<file path="config.mk">
export PLATFORM = sky130hd
export DESIGN_NAME = epoch_seconds_to_calendar
export DESIGN_NICKNAME = d
export VERILOG_FILES = /design/src/hw/rtl/ecal_pkg.sv /design/src/hw/rtl/ecal_seq.sv /design/src/hw/rtl/ecal_dp.sv /design/src/hw/rtl/epoch_seconds_to_calendar.sv
export SDC_FILE = /design/constraint.sdc
export NUM_CORES = 1
export LEC_CHECK = 0
export ABC_AREA = 1
export BUFFER_PORTS_ARGS = -buffer_cell sky130_fd_sc_hd__buf_2
export CORE_ASPECT_RATIO = 1.75
export CORE_MARGIN = 3
export CORE_UTILIZATION = 60
export DETAILED_ROUTE_END_ITERATION = 7
export GPL_ROUTABILITY_DRIVEN = 0
export PLACE_DENSITY = 0.75
export SLEW_MARGIN = 20
export SYNTH_ARGS = -nofsm -noshare
export SYNTH_HDL_FRONTEND = slang
export SYNTH_SLANG_ARGS = --single-unit
export TNS_END_PERCENT = 20
</file>
<file path="constraint.sdc">
create_clock -name clock -period 17.1 [get_ports clock]
set_input_delay 3.42 -clock clock [delete_from_list [all_inputs] [get_ports clock]]
set_output_delay 3.42 -clock clock [all_outputs]
set_load 0.01 [all_outputs]
</file>
<file path="src/hw/rtl/ecal_pkg.sv">
package ecal_pkg;

   // Calendar constants.
   localparam int unsigned EPOCH_YEAR      = 1970;
   localparam int unsigned SECS_PER_DAY    = 86400;
   localparam int unsigned SECS_PER_HOUR   = 3600;
   localparam int unsigned SECS_PER_MINUTE = 60;
   localparam int unsigned DAYS_PER_CYCLE  = 146097;
   localparam int unsigned YEARS_PER_CYCLE = 400;

   // Epoch year taken modulo 4, 100 and 400, and the weekday of the epoch (Thursday).
   localparam logic [1:0] EPOCH_MOD4   = 2'(EPOCH_YEAR % 4);
   localparam logic [6:0] EPOCH_MOD100 = 7'(EPOCH_YEAR % 100);
   localparam logic [8:0] EPOCH_MOD400 = 9'(EPOCH_YEAR % 400);
   localparam logic [2:0] EPOCH_WDAY   = 3'd4;

   localparam int unsigned PC_BITS  = 4;
   localparam int unsigned CNT_BITS = 6;

   typedef enum logic [3:0] {
      OP_DIV_DAY,
      OP_CYCLE,
      OP_YEAR,
      OP_MONTH,
      OP_SET_CNT,
      OP_HOUR,
      OP_MINUTE,
      OP_WEEK,
      OP_DONE
   } op_type;

   typedef enum logic [1:0] {
      JC_NEXT,
      JC_CNT,
      JC_TOOK
   } jump_type;

   // Program addresses.
   localparam logic [PC_BITS-1:0] STEP_DIV      = 4'd0;
   localparam logic [PC_BITS-1:0] STEP_CYCLE    = 4'd1;
   localparam logic [PC_BITS-1:0] STEP_YEAR     = 4'd2;
   localparam logic [PC_BITS-1:0] STEP_MONTH    = 4'd3;
   localparam logic [PC_BITS-1:0] STEP_SET_HOUR = 4'd4;
   localparam logic [PC_BITS-1:0] STEP_HOUR     = 4'd5;
   localparam logic [PC_BITS-1:0] STEP_SET_MIN  = 4'd6;
   localparam logic [PC_BITS-1:0] STEP_MINUTE   = 4'd7;
   localparam logic [PC_BITS-1:0] STEP_WEEK     = 4'd8;
   localparam logic [PC_BITS-1:0] STEP_DONE     = 4'd9;

   typedef struct packed {
      op_type               op;
      jump_type             jump;
      logic [PC_BITS-1:0]   target;
      logic [2:0]           imm;
   } ctrl_type;

   typedef struct packed {
      ctrl_type             word;
      logic [CNT_BITS-1:0]  cnt;
      logic                 fire;
   } seq_type;

   typedef struct packed {
      logic [11:0] year;
      logic [3:0]  month;
      logic [4:0]  day;
      logic [4:0]  hour;
      logic [5:0]  minute;
      logic [5:0]  second;
      logic [2:0]  week_day;
   } result_type;

   // The microprogram.
   function automatic ctrl_type rom_word(input logic [PC_BITS-1:0] pc);
      ctrl_type w;
      begin
         unique case (pc)
            STEP_DIV:      w = '{op: OP_DIV_DAY, jump: JC_CNT,  target: STEP_DIV,    imm: 3'd0};
            STEP_CYCLE:    w = '{op: OP_CYCLE,   jump: JC_TOOK, target: STEP_CYCLE,  imm: 3'd0};
            STEP_YEAR:     w = '{op: OP_YEAR,    jump: JC_TOOK, target: STEP_YEAR,   imm: 3'd0};
            STEP_MONTH:    w = '{op: OP_MONTH,   jump: JC_TOOK, target: STEP_MONTH,  imm: 3'd0};
            STEP_SET_HOUR: w = '{op: OP_SET_CNT, jump: JC_NEXT, target: STEP_DIV,    imm: 3'd4};
            STEP_HOUR:     w = '{op: OP_HOUR,    jump: JC_CNT,  target: STEP_HOUR,   imm: 3'd0};
            STEP_SET_MIN:  w = '{op: OP_SET_CNT, jump: JC_NEXT, target: STEP_DIV,    imm: 3'd5};
            STEP_MINUTE:   w = '{op: OP_MINUTE,  jump: JC_CNT,  target: STEP_MINUTE, imm: 3'd0};
            STEP_WEEK:     w = '{op: OP_WEEK,    jump: JC_NEXT, target: STEP_DIV,    imm: 3'd0};
            default:       w = '{op: OP_DONE,    jump: JC_NEXT, target: STEP_DIV,    imm: 3'd0};
         endcase
         return w;
      end
   endfunction

   function automatic logic [4:0] month_len(input logic [3:0] m, input logic leap);
      logic [4:0] len;
      begin
         case (m)
            4'd1:                      len = leap ? 5'd29 : 5'd28;
            4'd3, 4'd5, 4'd8, 4'd10:   len = 5'd30;
            default:                   len = 5'd31;
         endcase
         return len;
      end
   endfunction

   // Reduces a value below 42 modulo 7.
   function automatic logic [2:0] mod7(input logic [5:0] v);
      logic [5:0] r;
      begin
         r = v;
         for (int i = 0; i < 5; i++) begin
            if (r >= 6'd7) begin
               r = r - 6'd7;
            end
         end
         return r[2:0];
      end
   endfunction

endpackage

</file>
<file path="src/hw/rtl/ecal_seq.sv">
module ecal_seq #(
   parameter int unsigned STAMP_BITS = 32
) (
   input  logic                clock,
   input  logic                reset,
   input  logic                start,
   input  logic                stall,
   input  logic                took,
   output ecal_pkg::seq_type   seq,
   output logic                busy,
   output logic                done
);

   logic [ecal_pkg::PC_BITS-1:0]  pc_ff, pc_in;
   logic [ecal_pkg::CNT_BITS-1:0] cnt_ff, cnt_in;
   logic                          busy_ff, busy_in;
   ecal_pkg::ctrl_type            word;
   logic                          fire;

   assign word = ecal_pkg::rom_word(pc_ff);
   // The final step waits while the output register still holds an untaken result.
   assign fire = busy_ff && !((word.op == ecal_pkg::OP_DONE) && stall);

   assign seq.word = word;
   assign seq.cnt  = cnt_ff;
   assign seq.fire = fire;
   assign busy     = busy_ff;
   assign done     = fire && (word.op == ecal_pkg::OP_DONE);

   always_comb begin
      pc_in   = pc_ff;
      cnt_in  = cnt_ff;
      busy_in = busy_ff;
      if (start) begin
         pc_in   = ecal_pkg::STEP_DIV;
         cnt_in  = ecal_pkg::CNT_BITS'(STAMP_BITS - 1);
         busy_in = 1'b1;
      end else if (fire) begin
         pc_in = pc_ff + 4'd1;
         unique case (word.jump)
            ecal_pkg::JC_CNT: begin
               if (cnt_ff != '0) begin
                  cnt_in = cnt_ff - 1'b1;
                  pc_in  = word.target;
               end
            end
            ecal_pkg::JC_TOOK: begin
               if (took) begin
                  pc_in = word.target;
               end
            end
            default: begin
            end
         endcase
         if (word.op == ecal_pkg::OP_SET_CNT) begin
            cnt_in = ecal_pkg::CNT_BITS'(word.imm);
         end
         if (word.op == ecal_pkg::OP_DONE) begin
            busy_in = 1'b0;
            pc_in   = ecal_pkg::STEP_DIV;
         end
      end
   end

   always_ff @(posedge clock) begin
      if (reset) begin
         pc_ff   <= ecal_pkg::STEP_DIV;
         cnt_ff  <= '0;
         busy_ff <= 1'b0;
      end else begin
         pc_ff   <= pc_in;
         cnt_ff  <= cnt_in;
         busy_ff <= busy_in;
      end
   end

endmodule

</file>
<file path="src/hw/rtl/ecal_dp.sv">
module ecal_dp #(
   parameter int unsigned STAMP_BITS = 32
) (
   input  logic                   clock,
   input  logic                   start,
   input  logic [STAMP_BITS-1:0]  stamp,
   input  ecal_pkg::seq_type      seq,
   output logic                   took,
   output ecal_pkg::result_type   result
);

   // num holds the stamp, then the day count; part holds the time of day remainder.
   logic [STAMP_BITS-1:0] num_ff, num_in;
   logic [16:0]           part_ff, part_in;
   logic [11:0]           year_ff, year_in;
   logic [1:0]            y4_ff, y4_in;
   logic [6:0]            y100_ff, y100_in;
   logic [8:0]            y400_ff, y400_in;
   logic [3:0]            month_ff, month_in;
   logic [4:0]            hour_ff, hour_in;
   logic [5:0]            minute_ff, minute_in;
   logic [2:0]            wd_ff, wd_in;

   logic        leap;
   logic [8:0]  ylen;
   logic [4:0]  mlen;
   logic [17:0] div_part;
   logic        div_ge;
   logic [16:0] hour_step;
   logic [16:0] minute_step;
   logic [5:0]  week_sum;

   always_comb begin
      num_in    = num_ff;
      part_in   = part_ff;
      year_in   = year_ff;
      y4_in     = y4_ff;
      y100_in   = y100_ff;
      y400_in   = y400_ff;
      month_in  = month_ff;
      hour_in   = hour_ff;
      minute_in = minute_ff;
      wd_in     = wd_ff;
      took      = 1'b0;

      leap        = ((y4_ff == 2'd0) && (y100_ff != 7'd0)) || (y400_ff == 9'd0);
      ylen        = leap ? 9'd366 : 9'd365;
      mlen        = ecal_pkg::month_len(month_ff, leap);
      div_part    = {part_ff, num_ff[STAMP_BITS-1]};
      div_ge      = div_part >= 18'(ecal_pkg::SECS_PER_DAY);
      hour_step   = 17'(ecal_pkg::SECS_PER_HOUR) << seq.cnt[2:0];
      minute_step = 17'(ecal_pkg::SECS_PER_MINUTE) << seq.cnt[2:0];
      week_sum    = 6'(wd_ff) + 6'(num_ff[4:0]);

      if (start) begin
         num_in    = stamp;
         part_in   = '0;
         year_in   = 12'(ecal_pkg::EPOCH_YEAR);
         y4_in     = ecal_pkg::EPOCH_MOD4;
         y100_in   = ecal_pkg::EPOCH_MOD100;
         y400_in   = ecal_pkg::EPOCH_MOD400;
         month_in  = '0;
         hour_in   = '0;
         minute_in = '0;
         wd_in     = ecal_pkg::EPOCH_WDAY;
      end else if (seq.fire) begin
         unique case (seq.word.op)
            ecal_pkg::OP_DIV_DAY: begin
               part_in = div_ge ? 17'(div_part - 18'(ecal_pkg::SECS_PER_DAY)) : div_part[16:0];
               num_in  = {num_ff[STAMP_BITS-2:0], div_ge};
            end
            ecal_pkg::OP_CYCLE: begin
               // A 400-year cycle is a whole number of weeks and keeps the leap pattern.
               if (num_ff >= STAMP_BITS'(ecal_pkg::DAYS_PER_CYCLE)) begin
                  took    = 1'b1;
                  num_in  = num_ff - STAMP_BITS'(ecal_pkg::DAYS_PER_CYCLE);
                  year_in = year_ff + 12'(ecal_pkg::YEARS_PER_CYCLE);
               end
            end
            ecal_pkg::OP_YEAR: begin
               if (num_ff >= STAMP_BITS'(ylen)) begin
                  took    = 1'b1;
                  num_in  = num_ff - STAMP_BITS'(ylen);
                  year_in = year_ff + 12'd1;
                  y4_in   = y4_ff + 2'd1;
                  y100_in = (y100_ff == 7'd99) ? 7'd0 : y100_ff + 7'd1;
                  y400_in = (y400_ff == 9'd399) ? 9'd0 : y400_ff + 9'd1;
                  wd_in   = ecal_pkg::mod7(6'(wd_ff) + (leap ? 6'd2 : 6'd1));
               end
            end
            ecal_pkg::OP_MONTH: begin
               if ((month_ff < 4'd12) && (num_ff >= STAMP_BITS'(mlen))) begin
                  took     = 1'b1;
                  num_in   = num_ff - STAMP_BITS'(mlen);
                  month_in = month_ff + 4'd1;
                  wd_in    = ecal_pkg::mod7(6'(wd_ff) + 6'(mlen - 5'd28));
               end
            end
            ecal_pkg::OP_HOUR: begin
               if (part_ff >= hour_step) begin
                  part_in                 = part_ff - hour_step;
                  hour_in[seq.cnt[2:0]]   = 1'b1;
               end
            end
            ecal_pkg::OP_MINUTE: begin
               if (part_ff >= minute_step) begin
                  part_in                 = part_ff - minute_step;
                  minute_in[seq.cnt[2:0]] = 1'b1;
               end
            end
            ecal_pkg::OP_WEEK: begin
               wd_in = ecal_pkg::mod7(week_sum);
            end
            default: begin
            end
         endcase
      end
   end

   always_ff @(posedge clock) begin
      num_ff    <= num_in;
      part_ff   <= part_in;
      year_ff   <= year_in;
      y4_ff     <= y4_in;
      y100_ff   <= y100_in;
      y400_ff   <= y400_in;
      month_ff  <= month_in;
      hour_ff   <= hour_in;
      minute_ff <= minute_in;
      wd_ff     <= wd_in;
   end

   assign result.year     = year_ff;
   assign result.month    = month_ff + 4'd1;
   assign result.day      = num_ff[4:0] + 5'd1;
   assign result.hour     = hour_ff;
   assign result.minute   = minute_ff;
   assign result.second   = part_ff[5:0];
   assign result.week_day = wd_ff;

endmodule

</file>
<file path="src/hw/rtl/epoch_seconds_to_calendar.sv">
// Converts an unsigned count of seconds since 1970-01-01 00:00:00 UTC into the Gregorian
// date, the time of day and the weekday (0 is Sunday). One request is worked on at a
// time by a small microcoded sequencer: a ten-step program in a read-only table drives a
// datapath with a compare-and-subtract unit for each of its loops. The program divides
// the stamp bit by bit by the seconds in a day, then takes whole 400-year cycles, years
// and months off the day count, and then splits the remainder of the day into hours,
// minutes and seconds. The year loop removes one year per cycle. A new request is
// accepted as soon as the previous one has left the sequencer, even while its result
// still waits in the output register. Years wrap to their low 12 bits when wider stamps
// run past 4095.
module epoch_seconds_to_calendar #(
   parameter int unsigned STAMP_BITS = 32
) (
   input  logic                                  clock,
   input  logic                                  reset,
   // Request channel. tdata: epoch_seconds, zero-filled to whole bytes.
   input  logic                                  req_tvalid,
   output logic                                  req_tready,
   input  logic [((STAMP_BITS + 7) / 8) * 8 - 1:0] req_tdata,
   // Response channel. tdata from bit 0: cal_year[11:0], cal_month[15:12],
   // cal_day[20:16], cal_hour[25:21], cal_minute[31:26], cal_second[37:32],
   // week_day[40:38], zero fill [47:41].
   output logic                                  rsp_tvalid,
   input  logic                                  rsp_tready,
   output logic [47:0]                           rsp_tdata
);

   ecal_pkg::seq_type    seq;
   ecal_pkg::result_type result;
   logic                 start;
   logic                 stall;
   logic                 took;
   logic                 busy;
   logic                 done;

   logic                 rsp_tvalid_ff;
   logic [47:0]          rsp_data_ff;
   logic [47:0]          rsp_data_in;

   // A request is taken whenever the sequencer is free.
   assign req_tready = !busy;
   assign start      = req_tvalid && req_tready;

   // The final program step holds while the output register is full and not being read.
   assign stall = rsp_tvalid_ff && !rsp_tready;

   ecal_seq #(
      .STAMP_BITS (STAMP_BITS)
   ) u_seq (
      .clock (clock),
      .reset (reset),
      .start (start),
      .stall (stall),
      .took  (took),
      .seq   (seq),
      .busy  (busy),
      .done  (done)
   );

   ecal_dp #(
      .STAMP_BITS (STAMP_BITS)
   ) u_dp (
      .clock  (clock),
      .start  (start),
      .stamp  (req_tdata[STAMP_BITS-1:0]),
      .seq    (seq),
      .took   (took),
      .result (result)
   );

   assign rsp_data_in = {7'd0, result.week_day, result.second, result.minute,
                         result.hour, result.day, result.month, result.year};

   // Output register separating the sequencer from the response channel.
   always_ff @(posedge clock) begin
      if (reset) begin
         rsp_tvalid_ff <= 1'b0;
      end else if (done) begin
         rsp_tvalid_ff <= 1'b1;
      end else if (rsp_tready) begin
         rsp_tvalid_ff <= 1'b0;
      end
   end

   always_ff @(posedge clock) begin
      if (done) begin
         rsp_data_ff <= rsp_data_in;
      end
   end

   assign rsp_tvalid = rsp_tvalid_ff;
   assign rsp_tdata  = rsp_data_ff;

`ifndef SYNTHESIS
   // A result never appears in the cycle right after a request is accepted.
   a_min_latency: assert property (@(posedge clock) disable iff (reset)
      (req_tvalid && req_tready) |=> !$rose(rsp_tvalid))
      else $error("response appeared one cycle after request acceptance");

   // A held result is never overwritten by a newer one.
   a_no_overwrite: assert property (@(posedge clock) disable iff (reset)
      (rsp_tvalid && !rsp_tready) |=> $stable(rsp_tdata))
      else $error("pending response was overwritten");

   // The month of a valid result is always 1 through 12.
   a_month_range: assert property (@(posedge clock) disable iff (reset)
      rsp_tvalid |-> ((rsp_tdata[15:12] != 4'd0) && (rsp_tdata[15:12] <= 4'd12)))
      else $error("month out of range");

   // The weekday of a valid result is always 0 through 6.
   a_wday_range: assert property (@(posedge clock) disable iff (reset)
      rsp_tvalid |-> (rsp_tdata[40:38] != 3'd7))
      else $error("weekday out of range");
`endif

endmodule
</file>
Yosys cells after proc, flatten, opt, wreduce, memory -nomap -nowiden
Memories as Yosys holds them, arrays and structs flattened. A register that Yosys moved wholly into a read port is not among the register bits.
Index checks and enable logic that the tools add are counted.

storage, ports and cells
  bits in registers = 150
  bits in latches = 0
  RAM bits = 0
  memory bits (read-only) = 176
  bits of input ports = 36
  output and inout port bits = 50
  word-level logic and storage cells = 250
  memories kept = 1

cells by class
  add/sub/neg operators = 34
  $mul = 0
  div/mod/pow operators = 0
  order comparisons = 24
  equal/unequal tests = 25
  shift operators = 2
  muxes and demuxes = 105
  bitwise gates (word level) = 2
  reductions and logical operators = 41

memory list
  name             words  width  read ports  clocked after Yosys merged registers in  write ports  RTL line        source
  (no name shown)  16     11     1           1                                        0            ecal_pkg.sv:77  unique case (pc)

operators with widths
  kind                    number
  $mux 6                  59
  $mux 32                 5
  $pmux 32 s4             1
  $ge 6x3->1 const B      15
  $sub 6x3->6 const B     12
  $mux 17                 3
  $pmux 17 s3             1
  $ge 17x17->1            2
  $sub 17x17->17          2
  $ge 32x18->1 const B    1
  $ge 32x5->1             1
  $ge 32x9->1             1
  $sub 32x18->32 const B  1
  $sub 32x5->32           1
  $sub 32x9->32           1
  $mux 12                 2
  $pmux 12 s2             1
  $eq 4x3->1 const B      5
  $mux 4                  5
  $ge 18x17->1 const B    1
  $reduce_and 3->1        6
  $shl 12x3->17 const A   1
  $shl 6x3->17 const A    1
  $sub 17x17->17 const B  1
  other kinds (53)        104

Logic depth before layout (Yosys ltp)
Gate-level depths: netlist of run 1.

  word-level depth = 35
  mapped depth = 44
  depth with buffers taken out = 44

Hierarchy
Synthesis of run 1 repeated with hierarchy kept, for this count alone.

unflattened totals
  cell total of the unflattened synthesis = 2,027
  area, all modules = 13,603.0 µm²

modules (own cells, without submodules)
  module                     instances  cells each  area an instance (µm²)  sequential area each (µm²)
  ecal_dp                    1          1,808       11,001.8                2,262.2
  epoch_seconds_to_calendar  1          58          1,345.0                 1,251.2
  ecal_seq                   1          161         1,256.2                 440.4

Worst setup path after synthesis of run 1
OpenSTA, ideal clock, no wires.

  path kind = input to register
  start = input port rsp_tready
  end = register u_dp.num_ff[0], enable pin
  setup time = 470 ps
  arrival = 6,492 ps
  data required time = 16,630 ps
  slack = 10,138 ps
  cell stages on the path = 7
  path buffers = 1
  cells stage by stage = inv_1 -> nand2_1 -> o21ai_0 -> clkbuf_1 -> nor2_1 -> inv_1 -> o31ai_1

on the way
  word-level cells in the longest chain between the ends = 7

RTL lines
  item                         RTL line                         source
  start: declaration           epoch_seconds_to_calendar.sv:24  input logic rsp_tready,
  $logic_not 1->1              epoch_seconds_to_calendar.sv:45  assign stall = rsp_tvalid_ff && !rsp_tready;
  $logic_and 1x1->1            epoch_seconds_to_calendar.sv:45
  $logic_and 1x1->1            ecal_seq.sv:22                   assign fire = busy_ff && !((word.op == ecal_pkg::OP_DONE) && stall);
  $logic_not 1->1              ecal_seq.sv:22
  $logic_and 1x1->1            ecal_seq.sv:22
  $reduce_bool 2->1 (no line)  n/a
  $reduce_and 5->1 (no line)   n/a
  end signal: assignment       ecal_dp.sv:121                   num_ff <= num_in;
  end: declaration             ecal_dp.sv:13                    logic [STAMP_BITS-1:0] num_ff, num_in;

Every way passes these cells.
A chain may end at the register's enable or synchronous reset.

Worst setup path after layout of run 1
  start = register u_dp.y100_ff[0]
  end = register u_dp.wd_ff[0]

on the way
  word-level cells in the longest chain between the ends = 35
  elaborated cells on any way between the ends = 81
  those cells by class = add/sub: 13; order compare: 12; eq/ne: 2; mux: 49; reduce/logical: 5

RTL lines
  item                                              RTL line                          source
  start: declaration                                ecal_dp.sv:17                     logic [6:0] y100_ff, y100_in;
  start signal: assignment                          ecal_dp.sv:125                    y100_ff <= y100_in;
  $reduce_bool 7->1 *                               ecal_dp.sv:46                     leap = ((y4_ff == 2'd0) && (y100_ff != 7'd0)) || (y400_ff == 9'd0);
  $logic_and 1x1->1 *                               ecal_dp.sv:46
  $logic_or 1x1->1 *                                ecal_dp.sv:46
  $mux 1                                            ecal_pkg.sv:97                    4'd1: len = leap ? 5'd29 : 5'd28;
  $pmux 5 s2                                        ecal_pkg.sv:96                    case (m)
  $sub 5x5->6                                       ecal_dp.sv:96                     wd_in = ecal_pkg::mod7(6'(wd_ff) + 6'(mlen - 5'd28));
  $add 3x6->6                                       ecal_dp.sv:96
  $sub 6x3->6 / $ge 6x3->1 (equally long branches)  ecal_pkg.sv:112, ecal_pkg.sv:111
  [... 19 more ...]                                 n/a
  $mux 6                                            ecal_dp.sv:92                     if ((month_ff < 4'd12) && (num_ff >= STAMP_BITS'(mlen))) begin
  $mux 6                                            ecal_dp.sv:67                     unique case (seq.word.op)
  $mux 6                                            ecal_dp.sv:66                     end else if (seq.fire) begin
  $mux 6                                            ecal_dp.sv:55                     if (start) begin
  $ge 6x3->1 / $sub 3x3->3 (equally long branches)  ecal_pkg.sv:111, ecal_pkg.sv:112
  $mux 3                                            ecal_pkg.sv:111                   if (r >= 6'd7) begin
  $mux 3                                            ecal_dp.sv:92
  $pmux 3 s3                                        ecal_dp.sv:67
  end signal: assignment                            ecal_dp.sv:130                    wd_ff <= wd_in;
  end: declaration                                  ecal_dp.sv:22                     logic [2:0] wd_ff, wd_in;

Every way passes the cells marked *; elsewhere a longest branch is shown, timed or not. The select of a mux whose other input is x is not followed.

==> results of run 1 <==
-- metrics by stage --
| step | hold slack, ns | util |
|---|---|---|
| final | 0.4261 | 0.6718 |
| after floorplan | 0.4082 | - |
| after detailed placement | 0.4200 | 0.6442 |
| after global routing | 0.4429 | 0.6718 |
| after global placement | 0.4131 | 0.6442 |
| after CTS | 0.4323 | 0.6717 |
-- flip-flops by register name, indices dropped and copies added, names as in the netlist, 5 cells and up --
signal	flops
u_dp.year_ff	12
u_dp.part_ff	17
u_seq.word	11
rsp_tdata	41
u_dp.hour_ff	5
u_dp.y100_ff	7
u_dp.y400_ff	9
u_dp.num_ff	32
u_seq.cnt_ff	6
u_dp.minute_ff	6
-- cells by family after synthesis --
group,after synthesis,synth area share
and+or+nand+nor,887,0.2972
adders and majority gates,92,0.08922
DFF,161,0.2968
other,1,0.0002815
AOI/OAI and AO/OA,417,0.1811
buffers and inverters,390,0.1133
xor gates and xnor gates,32,0.02216
-- worst paths after layout --
path,slack (ns),cells after the start,to,from
hold reg to reg,0.43,0,rsp_tdata[29]$_DFFE_PP_,u_dp.minute_ff[3]$_SDFFE_PP0P_
hold / removal,0.43,0,rsp_tdata[29]$_DFFE_PP_,u_dp.minute_ff[3]$_SDFFE_PP0P_
setup reg to reg,10.70,37,u_dp.wd_ff[0]$_SDFFE_PP0P_,u_dp.y100_ff[0]$_SDFFE_PP0P_
setup / recovery,10.70,37,u_dp.wd_ff[0]$_SDFFE_PP0P_,u_dp.y100_ff[0]$_SDFFE_PP0P_
-- routing by layer --
layer / global-route usage / wire (um) / vias to the layer above
li1: - / - / 6684
met1: 0.3168 / 13760 / 6236
met4: 0.2151 / 2509 / 0
met3: 0.04738 / 1723 / 174
met5: 0 / 0 / -
met2: 0.6136 / 20910 / 458
-- cell type report --
type / count / area (sq um)
Clock buffer: 20 / 478.0
Clock inverter: 12 / 118.9
Fill cell: 2056 / 7113
Inverter: 333 / 1250
Tap cell: 292 / 365.4
Timing Repair Buffer: 90 / 480.5
Multi-Input combinational cell: 1435 / 7916
Sequential cell: 161 / 3954
-- cell usage in the layout, fill, tap and decap left out, types with 6 or more instances in the layout --
cell and count:
nor2_1 232, inv_2 20, a31oi_1 16, clkbuf_16 18, a21oi_1 111, a211oi_1 9
nand4_1 23, o21ai_1 15, o21ai_0 178, nor3_1 62, o21a_1 10, xnor2_1 7
xor2_1 23, o211ai_1 17, o22ai_1 11, nor4_1 11, nand3_1 123, ha_1 87
o221ai_1 14, dfxtp_1 88, nand3_4 6, nand2_1 373, nand3_2 10, buf_4 12
nand2_2 13, inv_1 308, or2_2 7, buf_2 78, conb_1 7, edfxtp_1 73
a21oi_2 6
-- power by group --
group / switching, W / internal (W)
logic: 0.000985 / 0.000540
clock network: 0.000175 / 0.000220
registers: 0.0000763 / 0.000453
==> results.py, run 1 <==
metrics = {
    "placement": {
        "dpl_cell_area_sq_um": 13960,
        "port_buffers": 78,
        "pre_cts_slack_ns": 10.78,
        "hpwl_um": 29270,
        "placedCellCount": 2311,
    },
    "yosys": {
        "ys_seq_area_frac": 0.2968,
        "syn_inst": 1980,
        "synth_top_area_frac": 0.1645,
        "synth_edf_count": 73,
        "synth_commonest_cells": "nand2_1, inv_1, nor2_1",
        "synth_area_leaders": "edfxtp_1, dfxtp_1, nand2_1",
        "ys.warnings.count": 0,
        "synth_flop_cell": "dfxtp_1",
        "yosys.cell_types.count": 61,
        "synth-seq-cells": 161,
        "netlist.top_cell.by_area": "edfxtp_1",
        "yosys.cell_count.top_type": "nand2_1",
        "syn_area_per_cell_sq_um": 6.729,
        "syn_area_sq_um": 13320,
        "async_flop_share": 0,
    },
    "critical_path": {
        "cp_common_cell": "nand2_1",
        "cp.arrival_ns": 6.74,
        "cp.required_ns": 17.44,
        "critPathBufInv": 7,
        "end_kind": "flip-flop",
        "critPathMaxFanout": 5,
        "cpPeakStageDelay_ns": 0.46,
        "cp_slowest_cell": "fa_1",
        "crit_family": "simple AND/OR/NAND/NOR gates",
        "crit_type": "flip-flop to flip-flop",
        "start_kind": "flip-flop",
    },
    "route": {
        "antenna_left": 0,
        "num_vias": 13550,
        "firstDrtPassIters": 5,
        "wl_per_cell_um": 16.60,
        "vias_per_cell": 5.784,
        "first_iter_violations": 911,
        "totalWireLength_um": 38900,
        "drc": 0,
    },
    "clocking": {
        "cts_buffer_depth": 2,
        "cts_setup_buffers": 0,
        "cts_sinks": 161,
        "clk_pin_slew_ns": 0.06,
        "cts_resized": 0,
        "ctsRootBufferMaster": "clkbuf_16",
        "cts-htree-levels": 4,
        "clock_latency_ns": 0.45,
        "ctsHoldBuffers": 0,
        "cts_buffers": 17,
        "tritoncts": "built",
    },
    "timing": {
        "rsz0062_at_grt": "no",
        "setup_viol": 0,
        "slew_viol_final": 0,
        "fmax_mhz": 156.2,
        "tightest_slew_ns": 0.9297,
        "fin_setup_tns_ns": 0,
        "clock_skew_ns": 0.01297,
        "slew_headroom": 0.3764,
        "post-route-min-period_ns": 6.404,
        "finalCritPeriodShare": 0.3745,
        "setup_slack_ns": 10.70,
        "hold_violations": 0,
    },
    "pwr": {
        "p_per_area_nw_per_um2": 168.2,
        "peakVddDrop_v": 0.0001127,
        "total_power_w": 0.002449,
        "p_leak_nw": 6.544,
    },
    "cells_and_area": {
        "diodes": 0,
        "areaGrowthSynthToFinish_pct": 9.307,
        "finish.instance_area_sq_um": 14560,
        "drive_gt1_frac": 0.09946,
        "fin_nets": 2166,
        "final_cell_count_no_fill": 2343,
    },
    "global_routing": {
        "grt_pass1_vias": 13480,
        "grt.overflow.total": 0,
        "antenna_found_initial": 0,
        "grt_pass1_wl_um": 63070,
        "grt_max_degree": 68,
        "track_usage": 0.3224,
    },
    "run": {
        "max_cap_violations": 0,
    },
    "die": {
        "core_sq_um": 21680,
        "die_area_sq_um": 24100,
        "die_x_um": 118.6,
        "dieHeight_um": 203.1,
        "row_count": 71,
        "initial_core_util": 0.6146,
        "pin_count": 86,
    },
    "status": {
        "status": "finished clean",
    },
    "worst_hold_path": {
        "worst_hold_path_type": "flip-flop to flip-flop",
    },
}
(Power assumes the default switching activity.)
==> run 2, diff against run 1 <==
==> constraint.sdc (replaced) <==
create_clock -name clock -period 6 [get_ports clock]
set_input_delay 1.2 -clock clock [delete_from_list [all_inputs] [get_ports clock]]
set_output_delay 1.2 -clock clock [all_outputs]
set_load 0.01 [all_outputs]
==> run 2 against run 1 <==
Net effect: die area is the same; utilization rose by 1.4 points; sequential share of layout area shrank 0.53 points; worst hold slack got worse by 0.00093 ns; setup slack lost 10 ns; flip-flop and latch count did not move; clock skew about the same; final area is 2.0% higher; first-iteration DRC count increased by 0.66%; total power grew to 3.0 times the previous value; via count grew 1.0%; fmax is 15% higher; largest cell class unchanged; largest power group unchanged.
==> results.py, run 2 (synthesis results as in run 1) <==
metrics = {
    "clocking": {
        "cts_buffer_depth": 2,
        "tritoncts": "built",
        "cts_sinks": 161,
        "clk_pin_slew_ns": 0.07,
        "cts-htree-levels": 4,
        "ctsRootBufferMaster": "clkbuf_16",
        "cts_buffers": 17,
        "clock_latency_ns": 0.45,
    },
    "die": {
        "core_sq_um": 21680,
        "dieHeight_um": 203.1,
        "initial_core_util": 0.6146,
        "row_count": 71,
        "die_x_um": 118.6,
        "pin_count": 86,
        "die_area_sq_um": 24100,
    },
    "cells_and_area": {
        "regMostFlops": "rsp_tdata",
        "nFillCells": 1987,
        "final_util": 0.6855,
        "final_common_cell": "nand2_1",
        "diodes": 0,
        "areaGrowthSynthToFinish_pct": 11.52,
        "multi_input_area_sq_um": 8075,
        "reg.largest.list": "rsp_tdata x41, u_dp.num_ff x32, u_dp.part_ff x17",
        "fin_nets": 2182,
        "drive_gt1_frac": 0.1229,
        "most-common-layout-cells": "nand2_1, inv_1, nor2_1, o21ai_0, nand3_1",
        "final_cell_count_no_fill": 2359,
        "largest_reg_flops": 41,
        "finish.instance_area_sq_um": 14860,
        "seq_area_sq_um": 3955,
    },
    "timing": {
        "clock_skew_ns": 0.01302,
        "hold_violations": 0,
        "finalCritPeriodShare": 0.9317,
        "slew_headroom": 0.3829,
        "post-route-min-period_ns": 5.590,
        "fin_setup_tns_ns": 0,
        "tightest_slew_ns": 0.9199,
        "slew_viol_final": 0,
        "fmax_mhz": 178.9,
        "setup_viol": 0,
    },
    "worst_hold_path": {
        "worst_hold_path_type": "flip-flop to flip-flop",
    },
    "route": {
        "first_iter_violations": 917,
        "totalWireLength_um": 38960,
        "num_vias": 13690,
        "antenna_left": 0,
        "vias_per_cell": 5.805,
        "drc": 0,
        "firstDrtPassIters": 5,
        "wl_per_cell_um": 16.51,
    },
    "critical_path": {
        "cp.arrival_ns": 5.92,
        "start_kind": "flip-flop",
        "cp.required_ns": 6.33,
        "cp_slowest_cell": "fa_1",
        "end_kind": "flip-flop",
        "cpPeakStageDelay_ns": 0.50,
        "crit_type": "flip-flop to flip-flop",
        "critPathMaxFanout": 5,
    },
    "placement": {
        "hpwl_um": 29040,
        "placedCellCount": 2320,
        "port_buffers": 78,
        "dpl_cell_area_sq_um": 14030,
    },
    "run": {
        "max_cap_violations": 0,
    },
    "pwr": {
        "peakVddDrop_v": 0.0003417,
        "p_per_area_nw_per_um2": 489.6,
        "total_power_w": 0.007274,
        "p_leak_nw": 6.642,
    },
    "global_routing": {
        "track_usage": 0.3209,
        "grt.overflow.total": 0,
        "grt_pass1_wl_um": 62710,
        "grt_pass1_vias": 13570,
        "grt_max_degree": 68,
        "antenna_found_initial": 0,
    },
    "status": {
        "status": "finished clean",
    },
}
==> run 2: worst max-delay path, delay by kind of cell (launching register included) <==
kind | cells | cell delay [ns]
DFF | 1 | 0.33
adders and majority gates | 8 | 1.84
buffers and inverters | 7 | 0.52
AOI/OAI and AO/OA | 2 | 0.26
and+or+nand+nor | 16 | 1.67
xor gates and xnor gates | 4 | 0.83
==> run 2: power by group <==
group	leakage, nW	switching (W)	internal [W]
sequential	1.40	0.000203	0.00129
combinational	4.95	0.00295	0.00168
clock	0.301	0.000493	0.000659
==> run 2: metrics by stage <==
step	hold WS (ns)	setup slack [ns]
2_1_floorplan	0.4082	0.3295
3_3_place_gp	0.4122	0.2099
3_5_place_dp	0.4179	-0.1132
4_1_cts	0.4281	0.04646
5_1_grt	0.4307	-0.1140
6_report	0.4252	0.4100
==> run 2: area by class of cell <==
class | instances | share of cell area
Multi-Input combinational cell | 1435 | 0.5435
Sequential cell | 161 | 0.2662
Inverter | 333 | 0.08413
Timing Repair Buffer | 106 | 0.04042
Clock buffer | 20 | 0.03149
Tap cell | 292 | 0.02459
Clock inverter | 12 | 0.009684
==> run 2: final timing paths <==
check                                 startpoint                         end  slack, ns  cells past startpoint
setup reg to reg    u_dp.y100_ff[0]$_SDFFE_PP0P_  u_dp.wd_ff[0]$_SDFFE_PP0P_       0.41                     37
setup / recovery    u_dp.y100_ff[0]$_SDFFE_PP0P_  u_dp.wd_ff[0]$_SDFFE_PP0P_       0.41                     37
hold reg to reg   u_dp.minute_ff[5]$_SDFFE_PP0P_     rsp_tdata[31]$_DFFE_PP_       0.43                      0
hold / removal    u_dp.minute_ff[5]$_SDFFE_PP0P_     rsp_tdata[31]$_DFFE_PP_       0.43                      0
==> run 2: what timing repair did <==
item	in CTS	in global routing
pin swaps	0	10
setup endpoints to repair	3	3
hold buffers	0	0
buffers inserted	0	7
gates resized for setup	8	33
==> run 2: metal layers <==
metal  routed length (um)  vias to the layer above  share of wire  global-route usage
li1                     -                     6734              -                   -
met1                13720                     6276           0.35              0.3116
met2                20950                      501           0.54              0.6144
met3                 1740                      183          0.045             0.04543
met4                 2551                        0          0.065              0.2184
met5                    0                        -              0                   0
